===== src/design/cssq_pkg.sv =====
// ----------------------------------------------------------------------------
// cssq_pkg
// Shared widths, constants and types for the consecutive square sum test.
// ----------------------------------------------------------------------------
package cssq_pkg;

	localparam int FIELD_W   = 20;
	localparam int SUM_OUT_W = 63;

	localparam logic [FIELD_W-1:0] RUN_LENGTH_RST = FIELD_W'(1);

	localparam logic [3:0] NIB_MASK = 4'hF;
	localparam logic [3:0] NIB_SQ_0 = 4'h0;
	localparam logic [3:0] NIB_SQ_1 = 4'h1;
	localparam logic [3:0] NIB_SQ_4 = 4'h4;
	localparam logic [3:0] NIB_SQ_9 = 4'h9;

	typedef struct packed {
		logic adv;
		logic vld;
	} stage_ctl_t;

	function automatic logic nib_can_be_square(input logic [3:0] low);
		logic [3:0] nib;
		nib = low & NIB_MASK;
		return (nib == NIB_SQ_0) || (nib == NIB_SQ_1) || (nib == NIB_SQ_4) ||
			(nib == NIB_SQ_9);
	endfunction

endpackage


===== src/design/cssq_isqrt.sv =====
// ----------------------------------------------------------------------------
// cssq_isqrt
// Pipelined digit-by-digit integer square root, one root bit per stage.
// ----------------------------------------------------------------------------
module cssq_isqrt
	import cssq_pkg::*;
#(
	parameter int SUM_W = 62
) (
	input  logic             clk,
	input  logic             arst_n,
	input  stage_ctl_t       ctl,
	input  logic [SUM_W-1:0] x,
	output logic             vld,
	output logic [SUM_W-1:0] sum,
	output logic             is_sq
);

	localparam int ROOT_W = (SUM_W + 1) / 2;
	localparam int XP_W   = 2 * ROOT_W;
	localparam int RW     = ROOT_W + 2;

	logic              vld_s  [ROOT_W];
	logic [XP_W-1:0]   x_s    [ROOT_W];
	logic [RW-1:0]     rem_s  [ROOT_W];
	logic [ROOT_W-1:0] root_s [ROOT_W-1];

	for (genvar i = 0; i < ROOT_W; i++) begin : g_step
		localparam int J = ROOT_W - 1 - i;

		logic              vld_in;
		logic [XP_W-1:0]   x_in;
		logic [RW-3:0]     rem_in;
		logic [ROOT_W-1:0] root_in;
		logic [RW-1:0]     rem_sh;
		logic [RW-1:0]     trial;
		logic              ge;

		if (i == 0) begin : g_first
			assign vld_in  = ctl.vld;
			assign x_in    = XP_W'(x);
			assign rem_in  = '0;
			assign root_in = '0;
		end else begin : g_next
			assign vld_in  = vld_s[i-1];
			assign x_in    = x_s[i-1];
			assign rem_in  = rem_s[i-1][RW-3:0];
			assign root_in = root_s[i-1];
		end

		assign rem_sh = {rem_in, x_in[2*J +: 2]};
		assign trial  = {root_in, 2'b01};
		assign ge     = rem_sh >= trial;

		always_ff @(posedge clk or negedge arst_n) begin
			if (!arst_n) begin
				vld_s[i] <= 1'b0;
			end else if (ctl.adv) begin
				vld_s[i] <= vld_in;
			end
		end

		always_ff @(posedge clk) begin
			if (ctl.adv) begin
				x_s[i]   <= x_in;
				rem_s[i] <= ge ? rem_sh - trial : rem_sh;
			end
		end

		if (i < ROOT_W - 1) begin : g_root
			always_ff @(posedge clk) begin
				if (ctl.adv) begin
					root_s[i] <= {root_in[ROOT_W-2:0], ge};
				end
			end
		end
	end

	assign vld   = vld_s[ROOT_W-1];
	assign sum   = x_s[ROOT_W-1][SUM_W-1:0];
	assign is_sq = (rem_s[ROOT_W-1] == '0) && nib_can_be_square(x_s[ROOT_W-1][3:0]);

endmodule


===== config.mk =====
export PLATFORM = sky130hd
export DESIGN_NAME = cssq_isqrt
export DESIGN_NICKNAME = d
export VERILOG_FILES = /design/src/design/cssq_pkg.sv /design/src/design/cssq_isqrt.sv
export SDC_FILE = /design/constraint.sdc
export NUM_CORES = 2
export LEC_CHECK = 0
export BUFFER_PORTS_ARGS = -buffer_cell sky130_fd_sc_hd__buf_2
export CAP_MARGIN = 30
export CORE_ASPECT_RATIO = 0.8
export CORE_UTILIZATION = 45
export CTS_CLUSTER_DIAMETER = 100
export CTS_CLUSTER_SIZE = 30
export DETAILED_ROUTE_END_ITERATION = 6
export GPL_TIMING_DRIVEN = 0
export SETUP_SLACK_MARGIN = 0.05
export SLEW_MARGIN = 20
export SYNTH_ARGS = -nofsm -noshare
export SYNTH_HDL_FRONTEND = slang
export SYNTH_SLANG_ARGS = --single-unit
export TNS_END_PERCENT = 50

===== constraint.sdc =====
create_clock -name clk -period 10.3 [get_ports clk]
set_clock_uncertainty 0.15 [all_clocks]
set_input_delay 1.03 -clock clk [delete_from_list [all_inputs] [get_ports clk]]
set_output_delay 1.03 -clock clk [all_outputs]
set_load 0.005 [all_outputs]

==> key figures <==
Outcome
  – Status: complete, but fails checks
  – Failing checks: design-rule violations

Critical path
  – CP Launch Point: ctl[1]
  – CP arrival: 5.90 ns
  – Worst path top cell family by delay: buffers and inverters
  – Crit-path most repeated cell: buf_16
  – Reg2Reg Launch Point: rem_s[26][0]
  – Critical path, cell by cell: buf_12 -> buf_16 -> buf_16 -> buf_16 -> buf_16 -> buf_16 -> buf_16 -> buf_16 -> buf_16
  – Critical Path Stages: 9
  – CP max stage cell: buf_16
  – Max incr delay on CP: 0.55 ns
  – Reg2Reg Setup Slack: 5.00 ns
  – CP endpoint kind: register
  – Crit start category: primary input
  – Worst setup path category: primary input to register
  – Crit path capture: x_s[4][135]
  – Reg-to-reg critical path endpoint: rem_s[27][18]
  – Critical path buffers and inverters: 9
  – Req. time, crit path: 10.63 ns
  – Crit-path max FO: 150
  – Worst R2R Path Depth: 13

Yosys
  – Yosys warning total: 0
  – Syn Inst Count: 9617
  – Register area share after synthesis: 0.7160
  – Syn Area/Cell: 14.53 sq um
  – Cell area after synthesis: 139800 sq um
  – Library cells used by synthesis: 95
  – Top_reg_cell synth: edfxtp_1
  – Synthesis-stage register bit count: 3338
  – Number of flops mapped to enable cells by yosys: 3307
  – Syn nets: 10.21k
  – Fraction of registers with async set/reset: 0.009287

Timing
  – Worst Max-Slew Pin Slew: 1.030 ns
  – Final period util: 0.5403
  – Fin crit period: 5.565 ns
  – Hold slack: 0.1672 ns
  – Setup violators final: 0
  – Final Hold Viols: 0
  – Max Freq: 179.7 MHz
  – Slew HR: 0.3114
  – Final TNS setup: 0 ns
  – RSZ-0062 raised after global routing: no
  – Fin. max-slew vios: 0

Layout
  – Design area: 150900 sq um
  – Share of layout cells above drive strength 1: 0.05350
  – Commonest non-fill, non-tap cells in the layout: 3307 x edfxtp_1, 678 x inv_1, 634 x nand2_1
  – Nets@finish: 10.53k
  – Area Growth Syn to Fin: 7.969%
  – Filler cells: 26.41k
  – Most common cell after layout, fill and taps aside: edfxtp_1

Clock tree
  – Worst-Skew Late Latency: 0.90 ns
  – Clk pin slew, worst setup/hold paths: 0.10 ns
  – Num CTS Buffers: 151
  – CTS sink cnt: 3338
  – Maximum clock insertion buffer count: 4
  – Root Driver: clkbuf_16
  – CTS tree: yes
  – H-tree depth: 4

Global routing
  – GRT overflow: 0
  – Largest net degree at the start of global routing: 152
  – First-pass GRT wire length: 426100 um
  – Vias in the first global route: 71.37k
  – Initial antenna violation count: 18
  – Gr usage total: 0.1743

Min path
  – Worst min path class: primary input to register

Detailed routing
  – Vias: 74.81k
  – Antenna viol nets, final: 0
  – Initial DRC Count: 6749
  – WL/cell: 19.63 um
  – Number of vias per cell: 5.295
  – DR pass1 iterations: 7
  – DRC violations left: 3
  – Final wirelength: 277300 um

Floorplanning
  – Core Footprint: 308100 sq um
  – I/O pins: 130
  – Die area: 312800 sq um
  – Width of the chip: 625.1 um
  – Starting density of the core: 0.4536
  – Die height: 500.5 um
  – Rows: 182

Pwr
  – Total power: 31.50 mW
  – Worst IR drop on VDD: 129.5 uV
  – Cell Pwr Density: 208.7 nW/um^2
  – Leak pwr: 55.41 nW

Run
  – Max-Cap Viols: 0

Place
  – Port Buffers: 129
  – DP Wirelength: 201400 um
  – Post-DP Area: 146400 sq um
  – Routability congestion estimate: 0.9066
how the worst min path moves through the flow:
stage / cells past startpoint / start / end / slack, ns
6_report: 1 / x[47] / x_s[0][47] / 0.17
5_1_grt: 1 / x[14] / x_s[0][14] / 0.10
4_1_cts: 1 / x[28] / x_s[0][28] / 0.08
3_5_place_dp: 0 / x_s[0][109] / x_s[0][171] / 0.25
3_3_place_gp: 0 / x_s[5][194] / x_s[6][8] / 0.25
2_1_floorplan: 0 / x_s[0][38] / x_s[0][100] / 0.25
logic make-up (layout without fill, tap and decap cells):
logic type / Yosys count / in the layout / share of synthesized area
other: 1 / 6 / 0.00002683
AOI/OAI and AO/OA: 1783 / 1783 / 0.07866
xor gates and xnor gates: 768 / 768 / 0.04813
buffers and inverters: 865 / 1230 / 0.02333
muxes: 115 / 115 / 0.009185
and+or+nand+nor: 2217 / 2217 / 0.07719
adders and majority gates: 530 / 530 / 0.04744
DFF: 3338 / 3338 / 0.7160
power breakdown:
part	switching (mW)	internal, mW
clock network	4.20	2.86
registers	0.958	16.9
logic	3.97	2.61
total	9.13	22.4
state kept, by name, indices dropped and copies added (netlist names):
name,flops
g_step.vld_in,30
x_s,1922
vld,1
root_s,465
rem_s,920
stage by stage:
step / setup WS, ns / util / instances
finish: 4.735 / 0.4898 / 14127
global route: 4.243 / 0.4898 / 14123
CTS: 4.564 / 0.4897 / 14120
detailed placement: 3.606 / 0.4750 / 13914
global placement: -47.19 / 0.4726 / 13886
floorplan: 6.764 / - / 9617
synthesized netlist by cell type, drive strengths merged, types with 16 or more instances:
library cell / count / area (sq um)
a21boi: 29 / 217.7
or2: 27 / 168.9
edfxtp: 3307 / 99310
nand3b: 16 / 120.1
mux2: 106 / 1194
ha: 530 / 6631
o21ai: 466 / 2332
or4: 49 / 367.9
nand2b: 99 / 619.3
o211ai: 20 / 150.1
and2: 26 / 162.7
buf: 19 / 82.57
o31ai: 46 / 345.3
and3: 47 / 294.0
or3: 85 / 543.0
xnor2: 394 / 3451
a211oi: 25 / 187.7
a21o: 245 / 1839
nor4: 117 / 744.5
o21bai: 51 / 382.9
xor2: 374 / 3276
nor2: 542 / 2037
dfrtp: 31 / 775.7
clkbuf: 163 / 614.3
nor3: 202 / 1026
nand2: 634 / 2380
inv: 679 / 2549
o21a: 123 / 923.4
a21oi: 568 / 2843
a31oi: 51 / 319.1
nand3: 137 / 685.7
nand4: 103 / 644.4
nor2b: 78 / 495.5
layout make-up:
type / instances / area [sq um] / area share
repair buffers: 160 / 1414 / 0.009369
well taps: 4140 / 5180 / 0.03433
inverters: 683 / 2564 / 0.01699
clock inverters: 46 / 666.9 / 0.004419
flip-flops and latches: 3338 / 100100 / 0.6632
clock buffers: 159 / 3851 / 0.02552
multi-input cells: 5414 / 36440 / 0.2415
diodes: 5 / 12.51 / 0.00008291
plain buffers: 182 / 696.9 / 0.004618
repair_timing:
item | CTS | global route
resized for setup | 0 | 0
buffers inserted | 0 | 0
endpoints found under the hold margin | 19 | 0
hold buffers | 1 | 0
per-layer routing:
metal,track usage,wire length [um]
met1,0.2742,138400
met2,0.2612,120900
met3,0.01917,12770
met4,0.03504,5206
met5,0,26
(Power assumes the default switching activity.)
