**config.mk**
```make
export PLATFORM = sky130hd
export DESIGN_NAME = cssq_prefix
export DESIGN_NICKNAME = d
export VERILOG_FILES = /design/src/design/cssq_pkg.sv /design/src/design/cssq_prefix.sv
export SDC_FILE = /design/constraint.sdc
export NUM_CORES = 2
export LEC_CHECK = 0
export BUFFER_PORTS_ARGS = -buffer_cell sky130_fd_sc_hd__buf_2
export CAP_MARGIN = 20
export CORE_UTILIZATION = 27
export DETAILED_ROUTE_END_ITERATION = 7
export SLEW_MARGIN = 30
export SYNTH_ARGS = -nofsm -noshare
export SYNTH_HDL_FRONTEND = slang
export SYNTH_SLANG_ARGS = --single-unit
```
**constraint.sdc**
```tcl
create_clock -name clk -period 22.9 [get_ports clk]
set_clock_uncertainty 0.15 [all_clocks]
set_input_delay 4.58 -clock clk [delete_from_list [all_inputs] [get_ports clk]]
set_output_delay 4.58 -clock clk [all_outputs]
set_load 0.005 [all_outputs]
```
**src/design/cssq_pkg.sv**
```systemverilog
// ----------------------------------------------------------------------------
// cssq_pkg
// Shared widths, constants and types for the consecutive square sum test.
// ----------------------------------------------------------------------------
package cssq_pkg;

	localparam int FIELD_W   = 20;
	localparam int SUM_OUT_W = 63;

	localparam logic [FIELD_W-1:0] RUN_LENGTH_RST = FIELD_W'(1);

	localparam logic [3:0] NIB_MASK = 4'hF;
	localparam logic [3:0] NIB_SQ_0 = 4'h0;
	localparam logic [3:0] NIB_SQ_1 = 4'h1;
	localparam logic [3:0] NIB_SQ_4 = 4'h4;
	localparam logic [3:0] NIB_SQ_9 = 4'h9;

	typedef struct packed {
		logic adv;
		logic vld;
	} stage_ctl_t;

	function automatic logic nib_can_be_square(input logic [3:0] low);
		logic [3:0] nib;
		nib = low & NIB_MASK;
		return (nib == NIB_SQ_0) || (nib == NIB_SQ_1) || (nib == NIB_SQ_4) ||
			(nib == NIB_SQ_9);
	endfunction

endpackage

```
**src/design/cssq_prefix.sv**
```systemverilog
// ----------------------------------------------------------------------------
// cssq_prefix
// Six-stage pipeline for S(m) = m(m+1)(2m+1)/6, exact, forced to zero on demand.
// ----------------------------------------------------------------------------
module cssq_prefix
	import cssq_pkg::*;
#(
	parameter int INDEX_BITS = 20
) (
	input  logic                    clk,
	input  logic                    arst_n,
	input  stage_ctl_t              ctl,
	input  logic [INDEX_BITS:0]     m,
	input  logic                    zero,
	output logic                    vld,
	output logic [3*INDEX_BITS+1:0] sum
);

	localparam int M_W   = INDEX_BITS + 1;
	localparam int F_W   = INDEX_BITS + 2;
	localparam int T_W   = 2 * INDEX_BITS + 1;
	localparam int SUM_W = 3 * INDEX_BITS + 2;
	localparam int D_N   = (M_W + 1) / 2;
	localparam logic [63:0] INV3_FULL = ((F_W % 2) == 0) ?
		(((64'd1 << (F_W + 1)) + 64'd1) / 64'd3) : (((64'd1 << F_W) + 64'd1) / 64'd3);
	localparam logic [F_W-1:0] INV3 = INV3_FULL[F_W-1:0];

	typedef enum logic [1:0] {
		SEL_F0,
		SEL_F1,
		SEL_F2
	} div_sel_t;

	function automatic logic [1:0] mod3(input logic [M_W-1:0] v);
		logic [2*D_N-1:0] pv;
		logic [7:0]       acc;
		logic [3:0]       r2;
		logic [2:0]       r3;
		pv  = (2*D_N)'(v);
		acc = '0;
		for (int d = 0; d < D_N; d++) begin
			acc = acc + 8'(pv[2*d +: 2]);
		end
		r2 = 4'(acc[1:0]) + 4'(acc[3:2]) + 4'(acc[5:4]) + 4'(acc[7:6]);
		r3 = 3'(r2[1:0]) + 3'(r2[3:2]);
		if (r3 >= 3'd3) begin
			r3 = r3 - 3'd3;
		end
		return r3[1:0];
	endfunction

	logic                 vld_s1, vld_s2, vld_s3, vld_s4, vld_s5, vld_s6;
	logic                 zero_s1, zero_s2, zero_s3, zero_s4, zero_s5;
	logic [M_W-1:0]       m_s1;
	logic [F_W-1:0]       f0_s2, f1_s2, f2_s2;
	div_sel_t             sel_s2;
	logic [F_W-1:0]       g0_s3, g1_s3, g2_s3;
	logic [T_W-1:0]       t_s4;
	logic [F_W-1:0]       g2_s4;
	logic [2*INDEX_BITS+2:0] pl_s5;
	logic [2*INDEX_BITS+1:0] ph_s5;
	logic [SUM_W-1:0]     sum_s6;

	logic [F_W-1:0]   fa, fb, fc;
	logic [1:0]       r;
	logic [F_W-1:0]   f0_d, f1_d;
	div_sel_t         sel_d;
	logic [F_W-1:0]   dsel;
	logic [2*F_W-1:0] dprod;
	logic [F_W-1:0]   q;
	logic [2*F_W-1:0] tprod;
	logic [SUM_W-1:0] sum_d;

	always_comb begin
		fa = F_W'(m_s1);
		fb = fa + F_W'(1);
		fc = {m_s1, 1'b1};
		r  = mod3(m_s1);
		if (!m_s1[0]) begin
			f0_d = fa >> 1;
			f1_d = fb;
		end else begin
			f0_d = fb >> 1;
			f1_d = fa;
		end
		case (r)
			2'd0:    sel_d = m_s1[0] ? SEL_F1 : SEL_F0;
			2'd1:    sel_d = SEL_F2;
			default: sel_d = m_s1[0] ? SEL_F0 : SEL_F1;
		endcase
	end

	always_comb begin
		unique case (sel_s2)
			SEL_F0:  dsel = f0_s2;
			SEL_F1:  dsel = f1_s2;
			SEL_F2:  dsel = f2_s2;
			default: dsel = f2_s2;
		endcase
		dprod = dsel * INV3;
		q     = dprod[F_W-1:0];
		tprod = g0_s3 * g1_s3;
		sum_d = SUM_W'(pl_s5) + SUM_W'({ph_s5, {(INDEX_BITS+1){1'b0}}});
	end

	always_ff @(posedge clk or negedge arst_n) begin
		if (!arst_n) begin
			vld_s1 <= 1'b0;
			vld_s2 <= 1'b0;
			vld_s3 <= 1'b0;
			vld_s4 <= 1'b0;
			vld_s5 <= 1'b0;
			vld_s6 <= 1'b0;
		end else if (ctl.adv) begin
			vld_s1 <= ctl.vld;
			vld_s2 <= vld_s1;
			vld_s3 <= vld_s2;
			vld_s4 <= vld_s3;
			vld_s5 <= vld_s4;
			vld_s6 <= vld_s5;
		end
	end

	always_ff @(posedge clk) begin
		if (ctl.adv) begin
			m_s1    <= m;
			zero_s1 <= zero;
			f0_s2   <= f0_d;
			f1_s2   <= f1_d;
			f2_s2   <= fc;
			sel_s2  <= sel_d;
			zero_s2 <= zero_s1;
			g0_s3   <= (sel_s2 == SEL_F0) ? q : f0_s2;
			g1_s3   <= (sel_s2 == SEL_F1) ? q : f1_s2;
			g2_s3   <= (sel_s2 == SEL_F2) ? q : f2_s2;
			zero_s3 <= zero_s2;
			t_s4    <= tprod[T_W-1:0];
			g2_s4   <= g2_s3;
			zero_s4 <= zero_s3;
			pl_s5   <= t_s4[INDEX_BITS:0] * g2_s4;
			ph_s5   <= t_s4[T_W-1:INDEX_BITS+1] * g2_s4;
			zero_s5 <= zero_s4;
			sum_s6  <= zero_s5 ? '0 : sum_d;
		end
	end

	assign vld = vld_s6;
	assign sum = sum_s6;

endmodule

```
==> flow_metrics.tcl <==
set metrics [dict create \
    synth_seq_cells 373 \
    cts_resized 0 \
    critPathLaunchType "flop" \
    cp-end-kind "flop" \
    drt_first_pass_iters 5 \
    grt_max_degree 75 \
    drive_above_1_share_pct 4.41 \
    die_w_um 489 \
    synth_edf_count 367 \
    finish.utilization_pct 29.5 \
    dpl_cell_area_mm2 0.0679 \
    ant_nets 0 \
    io_buffers 88 \
    crit_fanout 22 \
    clock-sinks 373 \
    relSlewSlack_pct 31.7 \
    tightest_slew_ps 1020 \
    dp_hpwl_um 123000 \
    final.min_clock_period_ps 8170 \
    ys.flop_type "edfxtp_1" \
    clockRootBuffer "clkbuf_16" \
    ctsHoldBuffers 0 \
    area_growth_pct 8.54 \
    layout_commonest_cell "inv_1" \
    drcViolationCount 0 \
    period_share_pct 35.7 \
    syn_area_per_cell_um2 9.83 \
    cts_tree "yes" \
    cp_data_arrival_time_ps 8430 \
    die_area_mm2 0.239 \
    clk_pin_slew_ps 60 \
    start_util_pct 27.2 \
    cts_setup_buffers 0 \
    insertion_delay_ps 690 \
    routedWlPerCell_um 16.7 \
    max_cap_violations 0 \
    htree_num_levels 2 \
    grtUsageTotal_pct 13.7 \
    antenna_found_initial 4 \
    r2r_slack_ps 14730 \
    core-area_mm2 0.236 \
    fmax_mhz 122 \
    syn-cell-area_mm2 0.0641 \
    nets 8252 \
    finalMaxSlewViolations 0 \
    cts_buffers 49 \
    mostFrequentLayoutCells "inv_1 (1413), fa_1 (1223), nand2_1 (824)" \
    grt_pass1_vias 47300 \
    rsz0062_at_grt "false" \
    gp_congestion 0.876 \
    synthCells 6522 \
    min_path_type "flop to flop" \
    die_h_um 489 \
    yosysUniqueCellTypes 71 \
    finalSetupTns_ps 0 \
    dr_total_vias 43100 \
    drtIter0Drc 2547 \
    grt_pass1_wl_um 260000 \
    viasPerCell 4.49 \
    ys_warn_count 0 \
    synthArstFlopShare_pct 1.61 \
    clk_path_buf_depth 3 \
    rows 178 \
    hold_viol 0 \
    worst_slack_ps 14730 \
    fillCellCount 24600 \
    status "completed" \
    fin_area_mm2 0.0696 \
    cp.required_ps 23160 \
    critPathKind "flop to flop" \
    dp_slack_ps 14850 \
    routed_wl_um 161000 \
    ios 89 \
    finalSetupViolCount 0 \
    grt-ovfl-total 0 \
    yosysSeqAreaShare_pct 17.4 \
]
## worst max-delay path, cell delays in order (launching register included)
cell and delay, ps:
edfxtp_1 950, nand2_1 160, fa_1 550, inv_1 50, fa_1 490, inv_1 60, fa_1 520, inv_1 60
fa_1 560, fa_1 440, fa_1 500, inv_1 50, fa_1 490, inv_1 40, ha_1 360, a21o_1 210
a21oi_1 160, nor2b_1 80, or3_1 370, a211oi_1 580, o31ai_1 270, a221oi_1 380, o21ai_0 150, a21oi_1 190
xnor2_1 90
## per-stage QoR
stage	hold slack (ps)	std cells
3_5_place_dp	255	9520
5_1_grt	276	9614
6_report	267	9614
2_1_floorplan	250	6523
4_1_cts	269	9609
3_3_place_gp	252	9517
## flip-flops by register name (all words and copies together) (netlist names), 2 cells and up
register and count:
sel_s2 2, g2_s3 22, sum 62, f0_s2 21, g1_s3 22, t_s4 41, pl_s5 43, m_s1 21
g2_s4 22, g0_s3 22, f2_s2 21, f1_s2 22, ph_s5 41
## final timing paths
check / startpoint / endpoint / cells past startpoint
max: g0_s3[14]$_DFFE_PP_ / t_s4[40]$_DFFE_PP_ / 24
min: g2_s3[0]$_SDFFCE_PP1P_ / g2_s4[0]$_DFFE_PP_ / 0
max reg2reg: g0_s3[14]$_DFFE_PP_ / t_s4[40]$_DFFE_PP_ / 24
min reg2reg: g2_s3[0]$_SDFFCE_PP1P_ / g2_s4[0]$_DFFE_PP_ / 0
max in group asynchronous: arst_n / vld_s4$_DFFE_PN0P_ / 1
min in group asynchronous: arst_n / vld_s1$_DFFE_PN0P_ / 1
## metal layers
layer | GRT usage (%) | part of all wire, % | vias up | wire [µm]
met5 | 0 | 0 | - | 0
met4 | 3.52 | 2.4 | 0 | 3800
met3 | 1.80 | 5.3 | 243 | 8570
met2 | 23.5 | 48 | 1154 | 77100
met1 | 18.1 | 44 | 22200 | 71400
li1 | - | - | 19500 | -
## Yosys cell counts, drive strengths merged, types with 9 or more instances
master / count / area, µm²
nor3: 28 / 140
nor4: 9 / 56.3
a211oi: 15 / 118
edfxtp: 367 / 11000
xnor2: 153 / 1340
o21ai: 138 / 691
or2: 12 / 75.1
nand2: 824 / 3090
a211o: 10 / 87.6
nand4: 11 / 68.8
o21bai: 18 / 135
nand2b: 21 / 131
and2: 737 / 4610
nor2: 114 / 428
and3: 27 / 169
ha: 579 / 7240
mux2: 18 / 203
a21o: 67 / 503
o21a: 25 / 188
or3: 18 / 113
inv: 1413 / 5300
mux2i: 21 / 210
nand3: 40 / 200
fa: 1223 / 24500
a31oi: 12 / 75.1
a21oi: 128 / 648
nor2b: 37 / 231
clkbuf: 305 / 1150
xor2: 60 / 526
## kinds of logic (layout without fill, tap and decap cells)
logic type / Yosys count / in the layout / synth area share, %
buffers and inverters: 1721 / 1660 / 10.1
adders and majority gates: 1802 / 1802 / 49.5
AOI/OAI and AO/OA: 475 / 475 / 4.66
DFF: 373 / 373 / 17.4
muxes: 39 / 39 / 0.644
and+or+nand+nor: 1897 / 1897 / 14.8
xor gates and xnor gates: 213 / 213 / 2.91
other: 2 / 5 / 0.0117
## area by class of cell
type	count	area, µm²	area share [%]
Sequential cell	373	11200	16.1
Multi-Input combinational cell	4429	46500	66.8
Timing Repair Buffer	158	1020	1.46
Inverter	1413	5300	7.62
Clock buffer	50	1230	1.77
Tap cell	3150	3940	5.66
Antenna cell	2	5.00	0.00719
Clock inverter	39	423	0.608
Power is not shown: default switching activity piles up to over one toggle a cycle in this logic, so the estimate is an artifact.
